File: config.mk
export PLATFORM = sky130hd
export DESIGN_NAME = controller_command_framer_top
export DESIGN_NICKNAME = d
export VERILOG_FILES = /design/src/hw/rtl/ccf_pkg.sv /design/src/hw/rtl/controller_command_framer_top.sv /design/src/hw/rtl/ccf_front.sv /design/src/hw/rtl/ccf_queue.sv /design/src/hw/rtl/ccf_back.sv
export VERILOG_INCLUDE_DIRS = /design/src /design/src/hw/rtl
export SDC_FILE = /design/constraint.sdc
export NUM_CORES = 1
export LEC_CHECK = 0
export ABC_AREA = 1
export BUFFER_PORTS_ARGS = -buffer_cell sky130_fd_sc_hd__buf_2
export CORE_MARGIN = 3
export CORE_UTILIZATION = 31
export DETAILED_ROUTE_END_ITERATION = 8
export GPL_TIMING_DRIVEN = 0
export MAX_ROUTING_LAYER = met4
export SKIP_LAST_GASP = 1
export SLEW_MARGIN = 25
export SYNTH_ARGS = -nofsm -noshare
export SYNTH_HDL_FRONTEND = slang
export SYNTH_HIERARCHICAL = 1
export SYNTH_SLANG_ARGS = --single-unit
File: constraint.sdc
create_clock -name clock -period 5.3 [get_ports clock]
set_input_delay 0.795 -clock clock [delete_from_list [all_inputs] [get_ports clock]]
set_output_delay 0.795 -clock clock [all_outputs]
set_load 0.05 [all_outputs]
File: src/hw/rtl/controller_command_framer_top_assert.svh
// ----------------------------------------------------------------------------
// Assertion macros for the command framer
// Implication checks clocked on clock and disabled in reset.
// ----------------------------------------------------------------------------
`ifndef CONTROLLER_COMMAND_FRAMER_TOP_ASSERT_SVH
`define CONTROLLER_COMMAND_FRAMER_TOP_ASSERT_SVH
`ifndef SYNTH
// Same-cycle implication.
`define CCF_ASSERT_NOW(label, pre, post) \
   label: assert property (@(posedge clock) disable iff (reset) (pre) |-> (post)) \
      else $error("assertion failed");
// Next-cycle implication.
`define CCF_ASSERT_NEXT(label, pre, post) \
   label: assert property (@(posedge clock) disable iff (reset) (pre) |=> (post)) \
      else $error("assertion failed");
`else
`define CCF_ASSERT_NOW(label, pre, post)
`define CCF_ASSERT_NEXT(label, pre, post)
`endif
`endif

File: src/hw/rtl/ccf_pkg.sv
// ----------------------------------------------------------------------------
// ccf_pkg
// Shared types, constants and the CRC byte step of the command framer.
// ----------------------------------------------------------------------------
`default_nettype none
package ccf_pkg;

   localparam logic [1:0] OP_WRITE16 = 2'd0;
   localparam logic [1:0] OP_WRITE8  = 2'd1;
   localparam logic [1:0] OP_SAVE    = 2'd2;
   localparam logic [1:0] OP_UNUSED  = 2'd3;

   localparam logic [7:0]  FRAME_SOF   = 8'hAA;
   localparam logic [7:0]  HDR_WRITE16 = 8'hC6;
   localparam logic [7:0]  HDR_WRITE8  = 8'hC5;
   localparam logic [15:0] CRC_INIT    = 16'h7F3C;
   localparam logic [15:0] CRC_POLY    = 16'hA001;

   // Frame positions
   localparam logic [2:0] POS_FIRST = 3'd0;
   localparam logic [2:0] POS_1     = 3'd1;
   localparam logic [2:0] POS_2     = 3'd2;
   localparam logic [2:0] POS_3     = 3'd3;
   localparam logic [2:0] POS_4     = 3'd4;
   localparam logic [2:0] POS_5     = 3'd5;
   localparam logic [2:0] POS_6     = 3'd6;
   localparam logic [2:0] POS_7     = 3'd7;

   localparam int QUEUE_DEPTH = 2;
   localparam int QPTR_W      = $clog2(QUEUE_DEPTH);
   localparam int QCNT_W      = $clog2(QUEUE_DEPTH + 1);

   typedef struct packed {
      logic [1:0]  opcode;
      logic [7:0]  target_code;
      logic [7:0]  sub_code;
      logic [15:0] data_word;
   } ccf_cmd_type;

   typedef struct packed {
      logic empty;
      logic full;
   } ccf_qstat_type;

   function automatic logic [15:0] crc_byte(input logic [15:0] crc_in,
                                            input logic [7:0]  data);
      logic [15:0] crc;
      crc = crc_in ^ {8'h00, data};
      for (int k = 0; k < 8; k++) begin
         if (crc[0]) begin
            crc = (crc >> 1) ^ CRC_POLY;
         end else begin
            crc = crc >> 1;
         end
      end
      return crc;
   endfunction

endpackage
`default_nettype wire

File: src/hw/rtl/controller_command_framer_top.sv
// A request beat carries one command and produces a frame of seven or eight
// response beats, one byte per beat, the final one flagged by rsp_last_byte:
// a 16-bit write sends AA C6 addr addr lo hi crcL crcH, an 8-bit write sends
// AA C5 addr addr val crcL crcH (Modbus-style CRC, reflected 0xA001, seeded
// 7F3C, low byte first), and a save sends AA cmd ~cmd sub v1 v2 sum ~sum.
// Opcode 3 is accepted and dropped without any response. The response side
// emits one byte per cycle while rsp_stall is low, so that serializer sets
// the sustained rate; a two-entry command queue lets the request side take
// new commands while a frame is still being sent, and the first byte of a
// frame is registered at the output only after its command is queued.
// ----------------------------------------------------------------------------
// controller_command_framer_top
// Command framer: request decode, command queue and byte serializer.
// ----------------------------------------------------------------------------
`default_nettype none
module controller_command_framer_top (
   input  wire logic        clock,
   input  wire logic        reset,
   // Request channel
   input  wire logic        req_valid,
   output logic             req_stall,
   input  wire logic [1:0]  req_opcode,
   input  wire logic [7:0]  req_target_code,
   input  wire logic [7:0]  req_sub_code,
   input  wire logic [15:0] req_data_word,
   // Response channel, one frame byte per beat
   output logic             rsp_valid,
   input  wire logic        rsp_stall,
   output logic [7:0]       rsp_frame_byte,
   output logic             rsp_last_byte
);
   import ccf_pkg::*;

   logic           push, pop;
   ccf_cmd_type    push_cmd, head_cmd;
   ccf_qstat_type  qstat;

   // Front: accept beats, drop the unused opcode.
   ccf_front u_front (
      .req_valid       (req_valid),
      .req_stall       (req_stall),
      .req_opcode      (req_opcode),
      .req_target_code (req_target_code),
      .req_sub_code    (req_sub_code),
      .req_data_word   (req_data_word),
      .qstat           (qstat),
      .push            (push),
      .push_cmd        (push_cmd)
   );

   // Queue: hold commands until the serializer gets to them.
   ccf_queue u_queue (
      .clock    (clock),
      .reset    (reset),
      .push     (push),
      .push_cmd (push_cmd),
      .pop      (pop),
      .head_cmd (head_cmd),
      .qstat    (qstat)
   );

   // Back: advance one frame byte per free output slot, pop on the last byte.
   ccf_back u_back (
      .clock          (clock),
      .reset          (reset),
      .head_cmd       (head_cmd),
      .qstat          (qstat),
      .pop            (pop),
      .rsp_valid      (rsp_valid),
      .rsp_stall      (rsp_stall),
      .rsp_frame_byte (rsp_frame_byte),
      .rsp_last_byte  (rsp_last_byte)
   );

`include "controller_command_framer_top_assert.svh"

   // Queue status is never both full and empty.
   `CCF_ASSERT_NOW(a_qstat_sane, 1'b1, !(qstat.full && qstat.empty))
   // A framed command lands in the queue.
   `CCF_ASSERT_NEXT(a_push_lands, push && !pop, !qstat.empty)
   // After a last byte goes out, any following byte opens a new frame.
   `CCF_ASSERT_NEXT(a_frame_start, rsp_valid && !rsp_stall && rsp_last_byte,
      !rsp_valid || (rsp_frame_byte == FRAME_SOF))
   // Dropped opcode never reaches the queue.
   `CCF_ASSERT_NOW(a_drop_unused, req_opcode == OP_UNUSED, !push)

endmodule
`default_nettype wire

File: src/hw/rtl/ccf_front.sv
// ----------------------------------------------------------------------------
// ccf_front
// Accepts request beats, drops the unused opcode, packs commands for the queue.
// ----------------------------------------------------------------------------
`default_nettype none
module ccf_front (
   input  wire logic                 req_valid,
   output logic                      req_stall,
   input  wire logic [1:0]           req_opcode,
   input  wire logic [7:0]           req_target_code,
   input  wire logic [7:0]           req_sub_code,
   input  wire logic [15:0]          req_data_word,
   input  wire ccf_pkg::ccf_qstat_type qstat,
   output logic                      push,
   output ccf_pkg::ccf_cmd_type      push_cmd
);
   import ccf_pkg::*;

   logic accept;

   assign req_stall = qstat.full;
   assign accept    = req_valid && !qstat.full;

   // Unused opcode frames nothing: accept and drop it.
   assign push = accept && (req_opcode != OP_UNUSED);

   always_comb begin
      push_cmd.opcode      = req_opcode;
      push_cmd.target_code = req_target_code;
      push_cmd.sub_code    = req_sub_code;
      push_cmd.data_word   = req_data_word;
   end

endmodule
`default_nettype wire

File: src/hw/rtl/ccf_queue.sv
// ----------------------------------------------------------------------------
// ccf_queue
// Short command queue between front and back.
// ----------------------------------------------------------------------------
`default_nettype none
module ccf_queue (
   input  wire logic                  clock,
   input  wire logic                  reset,
   input  wire logic                  push,
   input  wire ccf_pkg::ccf_cmd_type  push_cmd,
   input  wire logic                  pop,
   output ccf_pkg::ccf_cmd_type       head_cmd,
   output ccf_pkg::ccf_qstat_type     qstat
);
   import ccf_pkg::*;

   ccf_cmd_type             entry_ff [QUEUE_DEPTH];
   logic [QPTR_W-1:0]       wr_ptr_ff, wr_ptr_in;
   logic [QPTR_W-1:0]       rd_ptr_ff, rd_ptr_in;
   logic [QCNT_W-1:0]       count_ff, count_in;
   logic                    do_push, do_pop;

   assign qstat.empty = (count_ff == '0);
   assign qstat.full  = (count_ff == QCNT_W'(QUEUE_DEPTH));
   assign do_push     = push && !qstat.full;
   assign do_pop      = pop && !qstat.empty;
   assign head_cmd    = entry_ff[rd_ptr_ff];

   always_comb begin
      wr_ptr_in = wr_ptr_ff;
      rd_ptr_in = rd_ptr_ff;
      count_in  = count_ff;
      if (do_push) begin
         wr_ptr_in = (wr_ptr_ff == QPTR_W'(QUEUE_DEPTH - 1)) ? '0 : wr_ptr_ff + 1'b1;
      end
      if (do_pop) begin
         rd_ptr_in = (rd_ptr_ff == QPTR_W'(QUEUE_DEPTH - 1)) ? '0 : rd_ptr_ff + 1'b1;
      end
      if (do_push && !do_pop) begin
         count_in = count_ff + 1'b1;
      end else if (do_pop && !do_push) begin
         count_in = count_ff - 1'b1;
      end
   end

   always_ff @(posedge clock) begin
      if (reset) begin
         wr_ptr_ff <= '0;
         rd_ptr_ff <= '0;
         count_ff  <= '0;
      end else begin
         wr_ptr_ff <= wr_ptr_in;
         rd_ptr_ff <= rd_ptr_in;
         count_ff  <= count_in;
      end
   end

   always_ff @(posedge clock) begin
      if (do_push) begin
         entry_ff[wr_ptr_ff] <= push_cmd;
      end
   end

endmodule
`default_nettype wire

File: src/hw/rtl/ccf_back.sv
// ----------------------------------------------------------------------------
// ccf_back
// Walks the head command byte by byte, folding CRC and checksum as it goes.
// ----------------------------------------------------------------------------
`default_nettype none
module ccf_back (
   input  wire logic                   clock,
   input  wire logic                   reset,
   input  wire ccf_pkg::ccf_cmd_type   head_cmd,
   input  wire ccf_pkg::ccf_qstat_type qstat,
   output logic                        pop,
   output logic                        rsp_valid,
   input  wire logic                   rsp_stall,
   output logic [7:0]                  rsp_frame_byte,
   output logic                        rsp_last_byte
);
   import ccf_pkg::*;

   logic        rsp_valid_ff;
   logic [7:0]  byte_ff, byte_in;
   logic        last_ff, last_in;
   logic [2:0]  pos_ff, pos_in;
   logic [15:0] crc_ff, crc_in, crc_cur;
   logic [7:0]  sum_ff, sum_in, sum_cur;
   logic        out_free, load, crc_body;
   logic [7:0]  lo, hi;

   assign out_free = !rsp_valid_ff || !rsp_stall;
   assign load     = !qstat.empty && out_free;
   assign pop      = load && last_in;

   assign lo      = head_cmd.data_word[7:0];
   assign hi      = head_cmd.data_word[15:8];
   assign crc_cur = (pos_ff == POS_FIRST) ? CRC_INIT : crc_ff;
   assign sum_cur = (pos_ff == POS_FIRST) ? 8'h00 : sum_ff;

   always_comb begin
      byte_in = FRAME_SOF;
      if (head_cmd.opcode == OP_SAVE) begin
         unique case (pos_ff)
            POS_FIRST: byte_in = FRAME_SOF;
            POS_1:     byte_in = head_cmd.target_code;
            POS_2:     byte_in = ~head_cmd.target_code;
            POS_3:     byte_in = head_cmd.sub_code;
            POS_4:     byte_in = lo;
            POS_5:     byte_in = hi;
            POS_6:     byte_in = sum_cur;
            POS_7:     byte_in = ~sum_cur;
            default:   byte_in = FRAME_SOF;
         endcase
      end else if (head_cmd.opcode == OP_WRITE8) begin
         unique case (pos_ff)
            POS_FIRST: byte_in = FRAME_SOF;
            POS_1:     byte_in = HDR_WRITE8;
            POS_2:     byte_in = head_cmd.target_code;
            POS_3:     byte_in = head_cmd.target_code;
            POS_4:     byte_in = lo;
            POS_5:     byte_in = crc_cur[7:0];
            default:   byte_in = crc_cur[15:8];
         endcase
      end else begin
         unique case (pos_ff)
            POS_FIRST: byte_in = FRAME_SOF;
            POS_1:     byte_in = HDR_WRITE16;
            POS_2:     byte_in = head_cmd.target_code;
            POS_3:     byte_in = head_cmd.target_code;
            POS_4:     byte_in = lo;
            POS_5:     byte_in = hi;
            POS_6:     byte_in = crc_cur[7:0];
            default:   byte_in = crc_cur[15:8];
         endcase
      end
   end

   always_comb begin
      last_in  = (head_cmd.opcode == OP_WRITE8) ? (pos_ff == POS_6) : (pos_ff == POS_7);
      crc_body = (head_cmd.opcode == OP_WRITE8) ? (pos_ff < POS_5) : (pos_ff < POS_6);
      pos_in   = last_in ? POS_FIRST : pos_ff + 1'b1;
      crc_in   = crc_body ? crc_byte(crc_cur, byte_in) : crc_cur;
      sum_in   = (pos_ff < POS_6) ? sum_cur + byte_in : sum_cur;
   end

   always_ff @(posedge clock) begin
      if (reset) begin
         rsp_valid_ff <= 1'b0;
         pos_ff       <= POS_FIRST;
      end else begin
         if (out_free) begin
            rsp_valid_ff <= !qstat.empty;
         end
         if (load) begin
            pos_ff <= pos_in;
         end
      end
   end

   always_ff @(posedge clock) begin
      if (load) begin
         byte_ff <= byte_in;
         last_ff <= last_in;
         crc_ff  <= crc_in;
         sum_ff  <= sum_in;
      end
   end

   assign rsp_valid      = rsp_valid_ff;
   assign rsp_frame_byte = byte_ff;
   assign rsp_last_byte  = last_ff;

endmodule
`default_nettype wire

* Word-level counts from Yosys, hierarchy flattened *
Memories as Yosys holds them, arrays and structs flattened. A register that Yosys moved wholly into a read port is not among the register bits.
Index checks and enable logic that the tools add are counted.

word-level totals
  logic and storage cells = 87
  memory bits (writable) = 68
  memories kept = 1
  output and inout port bits = 11
  register bits after elaboration = 41
  memory bits (read-only) = 0
  latch bits = 0

memory list
  name              depth  bits a word  rd ports  clocked after Yosys merged registers in  write ports  RTL line         RTL
  u_queue.entry_ff  2      34           1         1                                        1            ccf_queue.sv:17  ccf_cmd_type entry_ff [QUEUE_DEPTH];

cells by class
  divide/modulo/power cells = 0
  bitwise logic cells = 11
  multiply operators = 0
  equality and inequality tests = 11
  shift operators = 0
  muxes and demuxes = 28
  reduce and logical (&&, ||, !) cells = 19
  add/sub/neg operators = 6
  order comparisons = 2

operators with widths
  cell                                                 number
  two-way mux 16 bit                                   10
  case mux 8 bit (8 select lines)                      1
  case mux 8 bit (6 select lines)                      1
  case mux 8 bit (5 select lines)                      1
  two-way mux 8 bit                                    4
  inverter 2 -> 3 bit                                  8
  inverter 8 bit                                       2
  bitwise XOR 16 x 8 -> 16 bit                         1
  equality test 3 bit, second input constant           4
  adder 8 bit                                          1
  logical AND 1 bit                                    8
  two-way mux 1 bit                                    8
  equality test 3 x 2 -> 1 bit, second input constant  2
  logical NOT 1 bit                                    6
  less-than comparator 3 bit, second input constant    2
  equality test 2 bit, second input constant           2
  two-way mux 2 bit                                    2
  adder 3 x 1 -> 3 bit, second input constant          1
  equality test 3 x 1 -> 1 bit, second input constant  1
  logical NOT 3 bit                                    1
  two-way mux 3 bit                                    1
  adder 1 bit, second input constant                   2
  adder 2 x 1 -> 2 bit, second input constant          1
  equality test 2 x 1 -> 1 bit, second input constant  1
  other kinds (6)                                      6

* Logic depth before layout (Yosys ltp) *
  word-level depth = 23
  depth in mapped cells = 28
  gate-level depth less buffers = 27

* Cells and area by module *
Netlist, hierarchy kept.

modules (own cells, without submodules)
  module     cells each  instances  area each (um^2)
  ccf_back   512         1          3440.8
  ccf_queue  143         1          2861.5
  ccf_front  40          1          281.5

* Worst setup path before layout *
No wires, ideal clock.

  kind = input to register
  start point = input port rsp_stall
  end point = register u_queue.count_ff[1]
  required time = 5.236 ns
  stages = 12
  arrival = 3.586 ns
  path buffers = 0
  setup time = 0.064 ns
  slack = 1.650 ns
  cells stage by stage = nand2_1 inv_1 nor2_1 inv_1 nor2_1 o21ai_2 ha_1 inv_1 nand3_1 nand2_1 inv_1 nor2_1

on the way
  word-level cells in the longest chain between the ends = 8

ends and longest elaborated chain
  element                                                  RTL line                             RTL
  from (decl)                                              controller_command_framer_top.sv:28  input wire logic rsp_stall,
  logical NOT 1 bit *                                      ccf_back.sv:28                       assign out_free = !rsp_valid_ff || !rsp_stall;
  logical OR 1 bit *                                       ccf_back.sv:28
  logical AND 1 bit *                                      ccf_back.sv:29                       assign load = !qstat.empty && out_free;
  via u_back.load                                          ccf_back.sv:25                       logic out_free, load, crc_body;
  logical AND 1 bit *                                      ccf_back.sv:30                       assign pop = load && last_in;
  via pop                                                  controller_command_framer_top.sv:34  logic push, pop;
  logical AND 1 bit *                                      ccf_queue.sv:26                      assign do_pop = pop && !qstat.empty;
  logical NOT 1 bit                                        ccf_queue.sv:39                      if (do_push && !do_pop) begin
  logical AND 1 bit                                        ccf_queue.sv:39
  two-way mux 2 bit or nonzero test 2 bit (tied branches)  --
  to (signal assigned)                                     ccf_queue.sv:54                      count_ff <= count_in;
  to (decl)                                                ccf_queue.sv:20                      logic [QCNT_W-1:0] count_ff, count_in;

The timed path passes the listed nets; every way through them passes the cells marked *.
A chain may end at the register's enable or synchronous reset.

* Final worst setup path *
  start point = register u_back.pos_ff[1]
  end point = register u_back.sum_ff[7], data pin

on the way
  word-level cells in the longest chain between the ends = 7

ends and longest elaborated chain
  element                                                               RTL line                        RTL
  from (decl)                                                           ccf_back.sv:22                  logic [2:0] pos_ff, pos_in;
  from (signal assigned)                                                ccf_back.sv:92                  pos_ff <= pos_in;
  equality test 3 x 2 -> 1 bit or logical NOT 3 bit (tied branches)     --
  OR reduction 2 bit (no source line) (tied with other cells)           --
  case mux 8 bit (6 select lines) (tied with other cells)               ccf_back.sv:62                  unique case (pos_ff)
  two-way mux 8 bit or case mux 8 bit (8 select lines) (tied branches)  ccf_back.sv:51, ccf_back.sv:40
  two-way mux 8 bit *                                                   ccf_back.sv:39                  if (head_cmd.opcode == OP_SAVE) begin
  via u_back.byte_in[2]                                                 ccf_back.sv:20                  logic [7:0] byte_ff, byte_in;
  adder 8 bit *                                                         ccf_back.sv:80                  sum_in = (pos_ff < POS_6) ? sum_cur + byte_in : sum_cur;
  two-way mux 8 bit *                                                   ccf_back.sv:80
  via u_back.sum_in[7]                                                  ccf_back.sv:24                  logic [7:0] sum_ff, sum_in, sum_cur;
  to (signal assigned)                                                  ccf_back.sv:102                 sum_ff <= sum_in;
  to (decl)                                                             ccf_back.sv:24

Marked as above.

==> flow_metrics.env <==
export IMPL_port_buffers=16
export IMPL_vdd_ir_drop_worst_uv=239
export IMPL_cts_htree_levels=3
export IMPL_worst_slew_pin_slew_ns=0.869
export IMPL_clock_fmax_mhz=250
export IMPL_synthDominantCellAreaShare=0.461
export IMPL_route_detailed_drc=0
export IMPL_fin_crit_ns=4.00
export IMPL_die_h_um=152
export IMPL_insertedDiodeCount=0
export IMPL_layout_cells_non_filler=1000
export IMPL_synth_area_leaders="sky130_fd_sc_hd__edfxtp_1 46%, sky130_fd_sc_hd__nand2_1 9.3%, sky130_fd_sc_hd__mux2_4 6.8%"
export IMPL_setup_tns_final_ns=0
export IMPL_dr_total_vias=4709
export IMPL_clock_sinks=110
export IMPL_hpwlAfterDp_mm=12.0
export IMPL_worst_skew_pair_later_pin_latency_ns=0.36
export IMPL_hold_path_class="reg -> reg"
export IMPL_post_synth_top_count_cell="sky130_fd_sc_hd__nand2_1"
export IMPL_final_hold_violation_count=0
export IMPL_worst_hold_path_num_cells=2
export IMPL_critPathKind="reg -> reg"
export IMPL_dpl_cell_count=984
export IMPL_routability_congestion_estimate_from_global_placement=0.943
export IMPL_initial_core_util=0.320
export IMPL_post_cts_resized=0
export IMPL_drt_wirelength_per_cell_um=15.4
export IMPL_drtIter0Drc=413
export IMPL_grt_util_all_layers=0.145
export IMPL_clk_pin_slew_ns=0.08
export IMPL_synthDominantAreaCellType="sky130_fd_sc_hd__edfxtp_1"
export IMPL_holdBufCountCts=0
export IMPL_fill_cell_instance_count_of_the_final_layout=2155
export IMPL_numCtsBuffers=9
export IMPL_ys_ff_latch=110
export IMPL_drt_vias_per_instance=4.71
export IMPL_cts_tree="done"
export IMPL_fin_worst_skew_ns=0.0131
export IMPL_antenna_violations_before_repair=0
export IMPL_first_pass_grt_wire_length_mm=24.7
export IMPL_total_power_mw=3.26
export IMPL_slew_headroom=0.418
export IMPL_post_route_cells_drive_above_1_share=0.233
export IMPL_postRouteAntennaNets=0
export IMPL_synth_yosys_warnings=6
export IMPL_routed_wl_mm=15.4
export IMPL_reg2reg_depth=24
export IMPL_grt_pass1_vias=4506
export IMPL_hold_slack_ns=0.474
export IMPL_max_cap_violations=0
export IMPL_clockBufferDepth=2
export IMPL_io_pin_count=49
export IMPL_timing_final_setup_violations=0
export IMPL_detail_route_first_pass_iterations=6
export IMPL_synth_edf_count=101
export IMPL_grt_setup_unrepaired="false"
export IMPL_layout_nets=778
export IMPL_core_area_sq_um=20600
export IMPL_dieWidth_um=152
export IMPL_clock_root_buffer="sky130_fd_sc_hd__clkbuf_16"
export IMPL_ys_dominant_reg_cell="sky130_fd_sc_hd__edfxtp_1"
export IMPL_slew_viol_final=0
export IMPL_die_area_sq_um=23000
export IMPL_syn_inst=695
export IMPL_proportion_of_register_bits_with_asynchronous_set_or_reset_after_synthesis=0
export IMPL_timing_critical_path_to_type="flip-flop"
export IMPL_final_min_period_over_clock_period=0.754
export IMPL_fin_area_sq_um=7390
export IMPL_post_cts_repair_setup_buffers=0
export IMPL_worstSetupStartpointType="flip-flop"
export IMPL_syn_to_final_growth_pct=12.3
export IMPL_grt_max_degree=23
export IMPL_critical_path_fanouts_max=8
export IMPL_worst_endpoint_required_ns=5.40
export IMPL_commonest_cells_in_the_synthesized_netlist="163 x sky130_fd_sc_hd__nand2_1, 101 x sky130_fd_sc_hd__edfxtp_1, 72 x sky130_fd_sc_hd__inv_1, 51 x sky130_fd_sc_hd__nand3_1, 50 x sky130_fd_sc_hd__nor2_1"
export IMPL_grt_ovfl_total=0
export IMPL_dpl_cell_area_sq_um=7110
export IMPL_ys_seq_area_frac=0.488
export IMPL_num_rows=52
export IMPL_power_density_nw_per_um2=441
export IMPL_synth_lib_cells_used_distinct=41
export IMPL_run_status="finished, final reports clean"
export IMPL_synthesized_netlist_net_count=748
export IMPL_synthesis_area_sq_um=6580
export IMPL_timing_critical_path_arrival_ns=4.10
export IMPL_post_synth_cell_area_avg_sq_um=9.47
export IMPL_leakage_nw=3.16
==> where the power goes <==
part / total (mW) / leakage [nW] / internal [mW] / switching [mW]
logic: 1.37 / 2.02 / 0.456 / 0.916
clock network: 0.650 / 0.137 / 0.325 / 0.325
registers: 1.24 / 1.01 / 1.17 / 0.0676
==> flip-flops by register name (all words and copies together) (netlist names), named ones only <==
register,flops
u_queue/wr_ptr_ff,1
u_queue/entry_ff,68
u_queue/rd_ptr_ff,1
u_back/rsp_valid,1
u_back/pos_ff,3
u_back/crc_ff,16
u_back/rsp_frame_byte,8
u_back/rsp_last_byte,1
u_back/sum_ff,8
u_queue/count_ff,2
==> metal layers <==
| metal | global-route usage | wire length [um] | up-vias | share of wire |
|---|---|---|---|---|
| li1 | - | - | 2352 | - |
| met1 | 0.196 | 7020 | 2168 | 0.46 |
| met2 | 0.223 | 6930 | 171 | 0.45 |
| met5 | - | 0 | - | 0 |
| met3 | 0.0351 | 1170 | 18 | 0.076 |
| met4 | 0.0359 | 238 | 0 | 0.015 |
==> final timing paths <==
check	from	slack, ns	end
hold reg to reg	u_back/rsp_valid$_SDFFE_PP0N_	0.47	u_back/rsp_valid$_SDFFE_PP0N_
hold / removal	u_back/rsp_valid$_SDFFE_PP0N_	0.47	u_back/rsp_valid$_SDFFE_PP0N_
setup / recovery	u_back/pos_ff[1]$_SDFFE_PP0P_	1.30	u_back/sum_ff[7]$_DFFE_PP_
setup reg to reg	u_back/pos_ff[1]$_SDFFE_PP0P_	1.30	u_back/sum_ff[7]$_DFFE_PP_
==> kinds of logic after synthesis <==
group,Yosys count,share of synthesized area
AND/OR/NAND/NOR,309,0.210
buffers and inverters,132,0.110
flip-flops,110,0.488
AO/OA/AOI/OAI,87,0.0762
multiplexers,34,0.0753
adder cells (fa/ha/maj),15,0.0296
XOR/XNOR,8,0.0106
==> layout make-up <==
class | count | area (sq um) | share of cell area
Timing Repair Buffer | 19 | 163 | 0.0220
Sequential cell | 110 | 3210 | 0.435
Tap cell | 270 | 338 | 0.0457
Multi-Input combinational cell | 453 | 2670 | 0.361
Clock buffer | 9 | 225 | 0.0305
Buffer | 49 | 408 | 0.0552
Clock inverter | 7 | 58.8 | 0.00796
Inverter | 83 | 317 | 0.0428
==> stage by stage <==
step	setup slack, ns	util
after floorplan	1.65	-
after global placement	0.414	0.341
after detailed placement	1.34	0.346
after CTS	1.31	0.359
after global routing	0.873	0.359
final	1.30	0.359
==> layout by cell type (no fill, tap or decap), types with 14 or more instances in the layout <==
cell type                  count
sky130_fd_sc_hd__o21ai_0      42
sky130_fd_sc_hd__a21oi_1      17
sky130_fd_sc_hd__nand2_1     163
sky130_fd_sc_hd__buf_4        36
sky130_fd_sc_hd__ha_1         14
sky130_fd_sc_hd__nand2_2      27
sky130_fd_sc_hd__nor2_1       47
sky130_fd_sc_hd__mux2_4       30
sky130_fd_sc_hd__nand3_1      51
sky130_fd_sc_hd__inv_1        72
sky130_fd_sc_hd__buf_2        18
sky130_fd_sc_hd__edfxtp_1    101
==> critical path, stage by stage (launching register included) <==
cell and delay [ns]:
sky130_fd_sc_hd__dfxtp_1 0.53, sky130_fd_sc_hd__ha_1 0.26, sky130_fd_sc_hd__ha_1 0.16, sky130_fd_sc_hd__buf_1 0.38, sky130_fd_sc_hd__nand2_1 0.12, sky130_fd_sc_hd__o21ai_0 0.16
sky130_fd_sc_hd__a21oi_1 0.07, sky130_fd_sc_hd__nand2_1 0.09, sky130_fd_sc_hd__nand2_1 0.09, sky130_fd_sc_hd__nand2_2 0.14, sky130_fd_sc_hd__ha_1 0.29, sky130_fd_sc_hd__nand2_1 0.08
sky130_fd_sc_hd__nor2_1 0.04, sky130_fd_sc_hd__a211oi_1 0.24, sky130_fd_sc_hd__nor2_1 0.08, sky130_fd_sc_hd__o21ai_0 0.17, sky130_fd_sc_hd__nand2_1 0.09, sky130_fd_sc_hd__nand2_1 0.07
sky130_fd_sc_hd__inv_1 0.05, sky130_fd_sc_hd__nor2_1 0.08, sky130_fd_sc_hd__inv_1 0.04, sky130_fd_sc_hd__a21oi_1 0.17, sky130_fd_sc_hd__a21oi_1 0.08, sky130_fd_sc_hd__o21ai_0 0.15
sky130_fd_sc_hd__xor2_1 0.11
No activity file was read; power rests on OpenSTA's default activity.
